$ cat src/rtl/core/lfpd_pkg.sv
// ----------------------------------------------------------------------------
// lfpd_pkg
// Shared types and constants for the line follower PD steering block.
// ----------------------------------------------------------------------------
`default_nettype none

package lfpd_pkg;

  localparam int LINE_W  = 5;
  localparam int DIST_W  = 10;
  localparam int GAIN_W  = 12;
  localparam int DUTY_W  = 8;
  localparam int ERR_W   = 4;
  localparam int CFG_IDX_W  = 3;
  localparam int CFG_DATA_W = 12;

  localparam logic [GAIN_W-1:0] KP_RESET       = 12'd240;
  localparam logic [GAIN_W-1:0] KD_RESET       = 12'd640;
  localparam logic [DUTY_W-1:0] BASE_RESET     = 8'd80;
  localparam logic [DUTY_W-1:0] STRAIGHT_RESET = 8'd150;
  localparam logic [DIST_W-1:0] STOP_RESET     = 10'd10;

  typedef enum logic [CFG_IDX_W-1:0] {
    REG_KP_GAIN        = 3'd0,
    REG_KD_GAIN        = 3'd1,
    REG_BASE_SPEED     = 3'd2,
    REG_STRAIGHT_SPEED = 3'd3,
    REG_STOP_DISTANCE  = 3'd4
  } cfg_idx_t;

  typedef struct packed {
    logic [GAIN_W-1:0] kp_gain;
    logic [GAIN_W-1:0] kd_gain;
    logic [DUTY_W-1:0] base_speed;
    logic [DUTY_W-1:0] straight_speed;
    logic [DIST_W-1:0] stop_distance;
  } cfg_t;

  typedef struct packed {
    logic signed [ERR_W-1:0] cur_error;
    logic                    lost_flag;
    logic signed [ERR_W-1:0] last_error;
    logic [DUTY_W-1:0]       left_duty;
    logic [DUTY_W-1:0]       right_duty;
    logic                    moving;
  } state_t;

  typedef struct packed {
    logic [DUTY_W-1:0]       left_pwm;
    logic [DUTY_W-1:0]       right_pwm;
    logic                    drive_on;
    logic                    obstacle_stop;
    logic signed [ERR_W-1:0] line_error;
    logic                    line_lost;
  } result_t;

endpackage

`default_nettype wire

$ cat src/rtl/core/lfpd_if.sv
// ----------------------------------------------------------------------------
// lfpd_if
// Valid/ready channels for sensor samples and steering results.
// ----------------------------------------------------------------------------
`default_nettype none

interface lfpd_in_if;
  import lfpd_pkg::*;

  logic              valid;
  logic              ready;
  logic [LINE_W-1:0] line_bits;
  logic [DIST_W-1:0] distance_cm;

  modport source (output valid, line_bits, distance_cm, input ready);
  modport sink   (input valid, line_bits, distance_cm, output ready);
endinterface

interface lfpd_out_if;
  import lfpd_pkg::*;

  logic                    valid;
  logic                    ready;
  logic [DUTY_W-1:0]       left_pwm;
  logic [DUTY_W-1:0]       right_pwm;
  logic                    drive_on;
  logic                    obstacle_stop;
  logic signed [ERR_W-1:0] line_error;
  logic                    line_lost;

  modport source (output valid, left_pwm, right_pwm, drive_on, obstacle_stop,
                  line_error, line_lost, input ready);
  modport sink   (input valid, left_pwm, right_pwm, drive_on, obstacle_stop,
                  line_error, line_lost, output ready);
endinterface

`default_nettype wire

$ cat src/rtl/core/lfpd_cfg_regs.sv
// ----------------------------------------------------------------------------
// lfpd_cfg_regs
// Configuration register file, write only.
// ----------------------------------------------------------------------------
`default_nettype none

module lfpd_cfg_regs (
  input  wire logic                             clk,
  input  wire logic                             rst_n,
  input  wire logic                             cfg_we,
  input  wire logic [lfpd_pkg::CFG_IDX_W-1:0]   cfg_index,
  input  wire logic [lfpd_pkg::CFG_DATA_W-1:0]  cfg_wdata,
  output lfpd_pkg::cfg_t                        cfg
);
  import lfpd_pkg::*;

  cfg_t cfg_r, cfg_nxt;

  always_comb begin
    cfg_nxt = cfg_r;
    if (cfg_we) begin
      unique case (cfg_idx_t'(cfg_index))
        REG_KP_GAIN:        cfg_nxt.kp_gain        = cfg_wdata[GAIN_W-1:0];
        REG_KD_GAIN:        cfg_nxt.kd_gain        = cfg_wdata[GAIN_W-1:0];
        REG_BASE_SPEED:     cfg_nxt.base_speed     = cfg_wdata[DUTY_W-1:0];
        REG_STRAIGHT_SPEED: cfg_nxt.straight_speed = cfg_wdata[DUTY_W-1:0];
        REG_STOP_DISTANCE:  cfg_nxt.stop_distance  = cfg_wdata[DIST_W-1:0];
        default:            cfg_nxt = cfg_r;
      endcase
    end
  end

  always_ff @(posedge clk) begin
    if (!rst_n) begin
      cfg_r.kp_gain        <= KP_RESET;
      cfg_r.kd_gain        <= KD_RESET;
      cfg_r.base_speed     <= BASE_RESET;
      cfg_r.straight_speed <= STRAIGHT_RESET;
      cfg_r.stop_distance  <= STOP_RESET;
    end else begin
      cfg_r <= cfg_nxt;
    end
  end

  assign cfg = cfg_r;

endmodule

`default_nettype wire

$ cat src/rtl/core/lfpd_step.sv
// ----------------------------------------------------------------------------
// lfpd_step
// One steering step: pattern decode, PD term, duty clamp and state update.
// ----------------------------------------------------------------------------
`default_nettype none

module lfpd_step (
  input  wire lfpd_pkg::cfg_t                cfg,
  input  wire lfpd_pkg::state_t              st,
  input  wire logic [lfpd_pkg::LINE_W-1:0]   line_bits,
  input  wire logic [lfpd_pkg::DIST_W-1:0]   distance_cm,
  output lfpd_pkg::state_t                   st_nxt,
  output lfpd_pkg::result_t                  res
);
  import lfpd_pkg::*;

  localparam int SUM_W = 18;

  logic                    listed;
  logic signed [ERR_W-1:0] dec_err;
  logic                    obstacle;
  logic signed [ERR_W-1:0] err_new;
  logic                    lost_new;
  logic signed [4:0]       err_diff;
  logic signed [SUM_W-1:0] kp_term;
  logic signed [SUM_W-1:0] kd_term;
  logic signed [SUM_W-1:0] term;
  logic signed [SUM_W-1:0] base_q4;
  logic signed [SUM_W-1:0] left_sum;
  logic signed [SUM_W-1:0] right_sum;
  logic [DUTY_W-1:0]       left_clamp;
  logic [DUTY_W-1:0]       right_clamp;

  function automatic logic [DUTY_W-1:0] duty_clamp(input logic signed [SUM_W-1:0] s);
    logic [SUM_W-6:0] q;
    q = s[SUM_W-2:4];
    if (s[SUM_W-1]) begin
      duty_clamp = '0;
    end else if (q > (SUM_W-5)'(255)) begin
      duty_clamp = '1;
    end else begin
      duty_clamp = q[DUTY_W-1:0];
    end
  endfunction

  always_comb begin
    listed  = 1'b1;
    dec_err = '0;
    case (line_bits)
      5'd1:    dec_err = -4'sd4;
      5'd3:    dec_err = -4'sd3;
      5'd2:    dec_err = -4'sd2;
      5'd6:    dec_err = -4'sd1;
      5'd4:    dec_err = 4'sd0;
      5'd12:   dec_err = 4'sd1;
      5'd8:    dec_err = 4'sd2;
      5'd24:   dec_err = 4'sd3;
      5'd16:   dec_err = 4'sd4;
      default: listed  = 1'b0;
    endcase
  end

  assign obstacle = !(distance_cm > cfg.stop_distance);

  always_comb begin
    err_new  = st.cur_error;
    lost_new = st.lost_flag;
    if (line_bits == '0) begin
      err_new  = '0;
      lost_new = 1'b1;
    end else if (listed) begin
      err_new  = dec_err;
      lost_new = 1'b0;
    end
  end

  // Q14.4 PD term, gains zero extended and errors sign extended to the sum width
  assign err_diff = {err_new[ERR_W-1], err_new} - {st.last_error[ERR_W-1], st.last_error};
  assign kp_term  = $signed({6'd0, cfg.kp_gain}) *
                    $signed({{(SUM_W-ERR_W){err_new[ERR_W-1]}}, err_new});
  assign kd_term  = $signed({6'd0, cfg.kd_gain}) *
                    $signed({{(SUM_W-5){err_diff[4]}}, err_diff});
  assign term     = kp_term + kd_term;
  assign base_q4  = $signed({6'd0, cfg.base_speed, 4'd0});
  assign left_sum  = base_q4 + term;
  assign right_sum = base_q4 - term;
  assign left_clamp  = duty_clamp(left_sum);
  assign right_clamp = duty_clamp(right_sum);

  always_comb begin
    st_nxt = st;
    if (obstacle) begin
      st_nxt.moving = 1'b0;
    end else begin
      st_nxt.moving    = 1'b1;
      st_nxt.cur_error = err_new;
      st_nxt.lost_flag = lost_new;
      if (lost_new) begin
        // keep held duties
      end else if (err_new == '0) begin
        st_nxt.left_duty  = cfg.straight_speed;
        st_nxt.right_duty = cfg.straight_speed;
      end else begin
        st_nxt.left_duty  = left_clamp;
        st_nxt.right_duty = right_clamp;
        st_nxt.last_error = err_new;
      end
    end
  end

  always_comb begin
    res.left_pwm      = st_nxt.left_duty;
    res.right_pwm     = st_nxt.right_duty;
    res.drive_on      = st_nxt.moving;
    res.obstacle_stop = obstacle;
    res.line_error    = st_nxt.cur_error;
    res.line_lost     = st_nxt.lost_flag;
  end

endmodule

`default_nettype wire

$ cat src/rtl/core/line_follow_pd_steering_top.sv
// ----------------------------------------------------------------------------
// line_follow_pd_steering_top
// Line follower PD steering: sensor samples in, motor duties out.
// ----------------------------------------------------------------------------
// path: a transaction is held in the input register, then its result in the result register
// throughput: one transaction per cycle while the result channel is ready, set by the input and result registers
// reset (synchronous, rst_n low): channels empty, registers to their defaults,
// error, duties and drive state cleared to zero
`default_nettype none

module line_follow_pd_steering_top (
  input  wire logic                             clk,
  input  wire logic                             rst_n,
  lfpd_in_if.sink                               in_chan,
  lfpd_out_if.source                            out_chan,
  input  wire logic                             cfg_we,
  input  wire logic [lfpd_pkg::CFG_IDX_W-1:0]   cfg_index,
  input  wire logic [lfpd_pkg::CFG_DATA_W-1:0]  cfg_wdata
);
  import lfpd_pkg::*;

  cfg_t    cfg;
  state_t  state_r, state_nxt;
  result_t res_nxt;
  result_t out_res_r;
  logic    out_v_r;
  logic    s1_v_r;
  logic [LINE_W-1:0] s1_line_r;
  logic [DIST_W-1:0] s1_dist_r;
  logic    out_free;
  logic    s1_move;
  logic    in_take;

  lfpd_cfg_regs u_cfg (
    .clk       (clk),
    .rst_n     (rst_n),
    .cfg_we    (cfg_we),
    .cfg_index (cfg_index),
    .cfg_wdata (cfg_wdata),
    .cfg       (cfg)
  );

  lfpd_step u_step (
    .cfg         (cfg),
    .st          (state_r),
    .line_bits   (s1_line_r),
    .distance_cm (s1_dist_r),
    .st_nxt      (state_nxt),
    .res         (res_nxt)
  );

  assign out_free = !out_v_r || out_chan.ready;
  assign s1_move  = s1_v_r && out_free;
  assign in_chan.ready = !s1_v_r || out_free;
  assign in_take  = in_chan.valid && in_chan.ready;

  always_ff @(posedge clk) begin
    if (!rst_n) begin
      s1_v_r  <= 1'b0;
      out_v_r <= 1'b0;
      state_r <= '0;
    end else begin
      if (in_chan.ready) begin
        s1_v_r <= in_chan.valid;
      end
      if (out_free) begin
        out_v_r <= s1_v_r;
      end
      // state advances only when the transaction moves into the result register
      if (s1_move) begin
        state_r <= state_nxt;
      end
    end
  end

  always_ff @(posedge clk) begin
    if (in_take) begin
      s1_line_r <= in_chan.line_bits;
      s1_dist_r <= in_chan.distance_cm;
    end
    if (s1_move) begin
      out_res_r <= res_nxt;
    end
  end

  assign out_chan.valid         = out_v_r;
  assign out_chan.left_pwm      = out_res_r.left_pwm;
  assign out_chan.right_pwm     = out_res_r.right_pwm;
  assign out_chan.drive_on      = out_res_r.drive_on;
  assign out_chan.obstacle_stop = out_res_r.obstacle_stop;
  assign out_chan.line_error    = out_res_r.line_error;
  assign out_chan.line_lost     = out_res_r.line_lost;

endmodule

`default_nettype wire

$ cat src/flat_wrapper.sv
// flat-port wrapper written by rule: the top's interface ports become plain ports
module line_follow_pd_steering_top_flat import lfpd_pkg::*;
  (clk, rst_n, cfg_we, cfg_index, cfg_wdata, in_chan_valid, in_chan_line_bits, in_chan_distance_cm, in_chan_ready, out_chan_valid, out_chan_left_pwm, out_chan_right_pwm, out_chan_drive_on, out_chan_obstacle_stop, out_chan_line_error, out_chan_line_lost, out_chan_ready);
  lfpd_in_if in_chan_i ();
  lfpd_out_if out_chan_i ();
  input  wire logic clk;
  input  wire logic rst_n;
  input  wire logic cfg_we;
  input  wire logic [lfpd_pkg::CFG_IDX_W-1:0] cfg_index;
  input  wire logic [lfpd_pkg::CFG_DATA_W-1:0] cfg_wdata;
  input wire logic [$bits(in_chan_i.valid)-1:0] in_chan_valid;
  input wire logic [$bits(in_chan_i.line_bits)-1:0] in_chan_line_bits;
  input wire logic [$bits(in_chan_i.distance_cm)-1:0] in_chan_distance_cm;
  output wire logic [$bits(in_chan_i.ready)-1:0] in_chan_ready;
  output wire logic [$bits(out_chan_i.valid)-1:0] out_chan_valid;
  output wire logic [$bits(out_chan_i.left_pwm)-1:0] out_chan_left_pwm;
  output wire logic [$bits(out_chan_i.right_pwm)-1:0] out_chan_right_pwm;
  output wire logic [$bits(out_chan_i.drive_on)-1:0] out_chan_drive_on;
  output wire logic [$bits(out_chan_i.obstacle_stop)-1:0] out_chan_obstacle_stop;
  output wire logic [$bits(out_chan_i.line_error)-1:0] out_chan_line_error;
  output wire logic [$bits(out_chan_i.line_lost)-1:0] out_chan_line_lost;
  input wire logic [$bits(out_chan_i.ready)-1:0] out_chan_ready;
  assign in_chan_i.valid = in_chan_valid;
  assign in_chan_i.line_bits = in_chan_line_bits;
  assign in_chan_i.distance_cm = in_chan_distance_cm;
  assign in_chan_ready = in_chan_i.ready;
  assign out_chan_valid = out_chan_i.valid;
  assign out_chan_left_pwm = out_chan_i.left_pwm;
  assign out_chan_right_pwm = out_chan_i.right_pwm;
  assign out_chan_drive_on = out_chan_i.drive_on;
  assign out_chan_obstacle_stop = out_chan_i.obstacle_stop;
  assign out_chan_line_error = out_chan_i.line_error;
  assign out_chan_line_lost = out_chan_i.line_lost;
  assign out_chan_i.ready = out_chan_ready;
  line_follow_pd_steering_top u_core (.clk(clk), .rst_n(rst_n), .in_chan(in_chan_i), .out_chan(out_chan_i), .cfg_we(cfg_we), .cfg_index(cfg_index), .cfg_wdata(cfg_wdata));
endmodule
$ cat config.mk
export PLATFORM = sky130hd
export DESIGN_NAME = line_follow_pd_steering_top_flat
export DESIGN_NICKNAME = d
export VERILOG_FILES = /design/src/rtl/core/lfpd_pkg.sv /design/src/rtl/core/lfpd_if.sv /design/src/rtl/core/lfpd_cfg_regs.sv /design/src/rtl/core/lfpd_step.sv /design/src/rtl/core/line_follow_pd_steering_top.sv /design/src/flat_wrapper.sv
export SDC_FILE = /design/constraint.sdc
export NUM_CORES = 1
export LEC_CHECK = 0
export BUFFER_PORTS_ARGS = -buffer_cell sky130_fd_sc_hd__buf_2
export CELL_PAD_IN_SITES_DETAIL_PLACEMENT = 1
export CELL_PAD_IN_SITES_GLOBAL_PLACEMENT = 1
export CORE_ASPECT_RATIO = 0.75
export CORE_MARGIN = 3
export CORE_UTILIZATION = 44
export DETAILED_ROUTE_END_ITERATION = 12
export PLACE_DENSITY = 0.86
export SETUP_SLACK_MARGIN = 0.4
export SLEW_MARGIN = 20
export SYNTH_ARGS = -nofsm -noshare
export SYNTH_HDL_FRONTEND = slang
export SYNTH_SLANG_ARGS = --single-unit
$ cat constraint.sdc
create_clock -name clk -period 9.8 [get_ports clk]
set_clock_uncertainty 0.15 [all_clocks]
set_input_delay 0.49 -clock clk [delete_from_list [all_inputs] [get_ports clk]]
set_output_delay 0.49 -clock clk [all_outputs]
set_load 0.01 [all_outputs]
==> metrics <==
status=finished, final reports clean; min Tclk post-route=9.030 ns; setup total negative slack=0 ns; Slew Limit Fails=0; hold_sp=in_chan_distance_cm[7]; number of diodes=0; Avg Cell Area, Syn=8.931 µm²; clock latency on the worst-skew pair=0.43 ns; H-tree depth=4; fmax=around 110 MHz; Max-Cap Viols=0; Critical Path End Type=flip-flop; vias in the first global route=9,024; antenna viol nets, final=0; Placed Cells=1,421; Worst slew margin=32.16%; DPL Wire Length=21,940 µm; Post-Syn Area=9896 µm²; 1st-pass router iterations=5; drt via density=5.831; RSZ-0062 raised after global routing=false; Ys Warns=0; largest net degree at the start of global routing=78; routed length per placed instance=21.06 µm; GRT Total Usage=around a quarter; WP data required=9.87 ns; FF-to-FF path depth=34; Hold Fails Final Rpt=0; Initial DRC Count=659; CTS tree=yes; FF-to-FF setup slack=0.77 ns; Hold Path Sink=u_core.s1_dist_r[7]$_DFFE_PP_; largest area contributor in the netlist=fa_1; Die Y=135.9 µm; drt drc=0; commonest cells after routing, fill and taps aside=nand2_1 (170), inv_1 (131), nor2_1 (94); clock tree buffer depth=2; CP Launch Type=flip-flop; Critical path origin=u_core.s1_line_r[1]$_DFFE_PP_; fraction of layout cells with a size suffix above 1=15.23%; first-pass GRT wire length=48,340 µm; Remaining Overflow, GRT=0; Final Setup Violations=0; synthesized instance count=1,108; hold depth=1; die area=24,340 µm²; total number of vias=around 8,600; critical path arrival=9.10 ns; most common cell after layout, fill and taps aside=nand2_1; final instance count without filler cells=between 1,000 and 1,500; Synth cell types=74; Tcrit/Tclk final=approximately 90%; TritonCTS Buffers=17; Root Buffer=clkbuf_16; core area=about 22,000 µm²; Crit path largest cell delay=0.56 ns; Reg2Reg Launch Point=u_core.s1_line_r[1]$_DFFE_PP_; Hold WC Path Type=in -> reg; sequential element share of the synthesized area=between 20% and 30%; WL final=30,960 µm; worst IR drop on VDD=0.1868 mV; worst r2r dst=u_core.out_chan.left_pwm[4]$_DFFE_PP_; GPL Wtd Cong=0.8626; top post-synthesis cells by area=fa_1 (17%), dfxtp_1 (16%), edfxtp_1 (12%); Layout Nets=1,362; Synth top area share=between 10% and 20%; Worst Path Max Fanout=13; Crit-path slowest cell=fa_1; Post-synth EDFFs=38; row count=46; P_leak=4.907 nW; Syn Nets=1,301; synthesized flop and latch total=115; area grow syn2layout=13.90%; clk slew on worst S/H paths=0.06 ns; Least-Margin Pin Slew=between 1 and 1.5 ns; WS Path Type=reg -> reg; port bufs=59; effective utilization at floorplan=45.85%; asr flop ratio synth=0%; clk sinks=115; Power Density=approximately 280 nW/µm²; Main synth FF type=dfxtp_1; die width=about 180 µm; number of I/O pins=60; antenna violations before repair=0
-- state kept, by name (all words and copies together), names as in the netlist --
register,cells
u_core.u_cfg.cfg,50
u_core.state_r,25
u_core.s1_dist_r,10
u_core.out_chan.left_pwm,8
u_core.out_chan.right_pwm,8
u_core.s1_line_r,5
u_core.out_chan.line_error,4
u_core.out_chan.drive_on,1
u_core.out_chan.line_lost,1
u_core.out_chan.obstacle_stop,1
u_core.out_chan.valid,1
u_core.s1_v_r,1
-- synthesized netlist by cell type (5+ instances only) --
library cell,instances
o21a_1,6
or3_1,5
nand4_1,5
a2111oi_0,16
o21ai_0,38
and2_1,30
fa_1,82
dfxtp_1,77
a211oi_2,12
a21oi_1,34
nand2_1,172
a221oi_1,14
xnor2_1,20
nand2b_1,8
nor3_1,9
a21o_1,9
xor2_1,7
a21boi_0,43
inv_1,131
clkbuf_1,36
o211ai_1,8
nor2_1,94
nand3_1,20
edfxtp_1,38
nor2b_1,31
a211oi_1,11
ha_1,76
-- layer usage --
layer	up-vias	GRT usage, %	routed length (µm)
li1	3850	-	-
met1	4343	34.52	13470
met2	307	42.53	14830
met3	72	4.578	1879
met4	0	7.854	786
met5	-	0	0
-- layout make-up --
class,instances,area [µm²]
Inverter,132,495.5
Sequential cell,115,2683
Tap cell,288,360.3
Fill cell,2554,10310
Timing Repair Buffer,90,553.0
Clock inverter,13,131.4
Clock buffer,19,454.2
Multi-Input combinational cell,813,6594
-- worst max-delay path, delay by kind of cell (launching register included) --
kind / cells / cell delay, ns
buffers and inverters: 7 / 0.93
DFF: 1 / 0.42
AOI/OAI and AO/OA: 10 / 2.30
and+or+nand+nor: 6 / 0.99
adders and majority gates: 9 / 3.71
xor gates and xnor gates: 2 / 0.30
-- worst max path at each step --
stage	end	depth (start not counted)
4_1_cts	u_core.state_r[4]$_SDFFE_PN0P_	31
3_5_place_dp	u_core.out_chan.right_pwm[6]$_DFFE_PP_	29
5_1_grt	u_core.out_chan.left_pwm[1]$_DFFE_PP_	34
3_3_place_gp	u_core.out_chan.right_pwm[3]$_DFFE_PP_	29
2_1_floorplan	u_core.out_chan.right_pwm[1]$_DFFE_PP_	33
6_report	u_core.out_chan.left_pwm[4]$_DFFE_PP_	34
-- where the power goes --
part	total (mW)	internal [mW]	switching [mW]
Combinational	1.92	0.732	1.19
Clock	0.634	0.387	0.247
Sequential	0.556	0.537	0.0193
Total	3.11	1.66	1.45
-- cells by family after synthesis --
| group | Yosys count | synth area share, % |
|---|---|---|
| and+or+nand+nor | 400 | 18.95 |
| AOI/OAI and AO/OA | 221 | 16.77 |
| buffers and inverters | 180 | 7.599 |
| adders and majority gates | 158 | 26.20 |
| DFF | 115 | 27.11 |
| xor gates and xnor gates | 27 | 2.390 |
| muxes | 7 | 0.9862 |
-- repair_timing --
action                     CTS  global route
setup buffers                6            11
gates resized for setup      8            24
hold buffers                 0             0
setup endpoints to repair   28            32
hold endpoints to repair     0             0
pin swaps                    0             2
-- stage by stage --
step / total power [mW] / worst slack, ns / hold WS, ns / instance area [µm²] / util (%)
after global routing: 3.308 / 0.2534 / 0.06918 / 11270 / 52.22
after global placement: 2.156 / 0.4613 / 0.3043 / 10410 / 48.22
after detailed placement: 2.216 / 0.01397 / 0.3125 / 10410 / 48.22
after floorplan: 1.858 / 0.7476 / 0.2935 / 9896 / -
after CTS: 2.926 / 0.3950 / 0.06827 / 11080 / 51.32
final: 3.110 / 0.7700 / 0.07930 / 11270 / 52.22
Note: power is estimated with default switching activity, not from simulation.
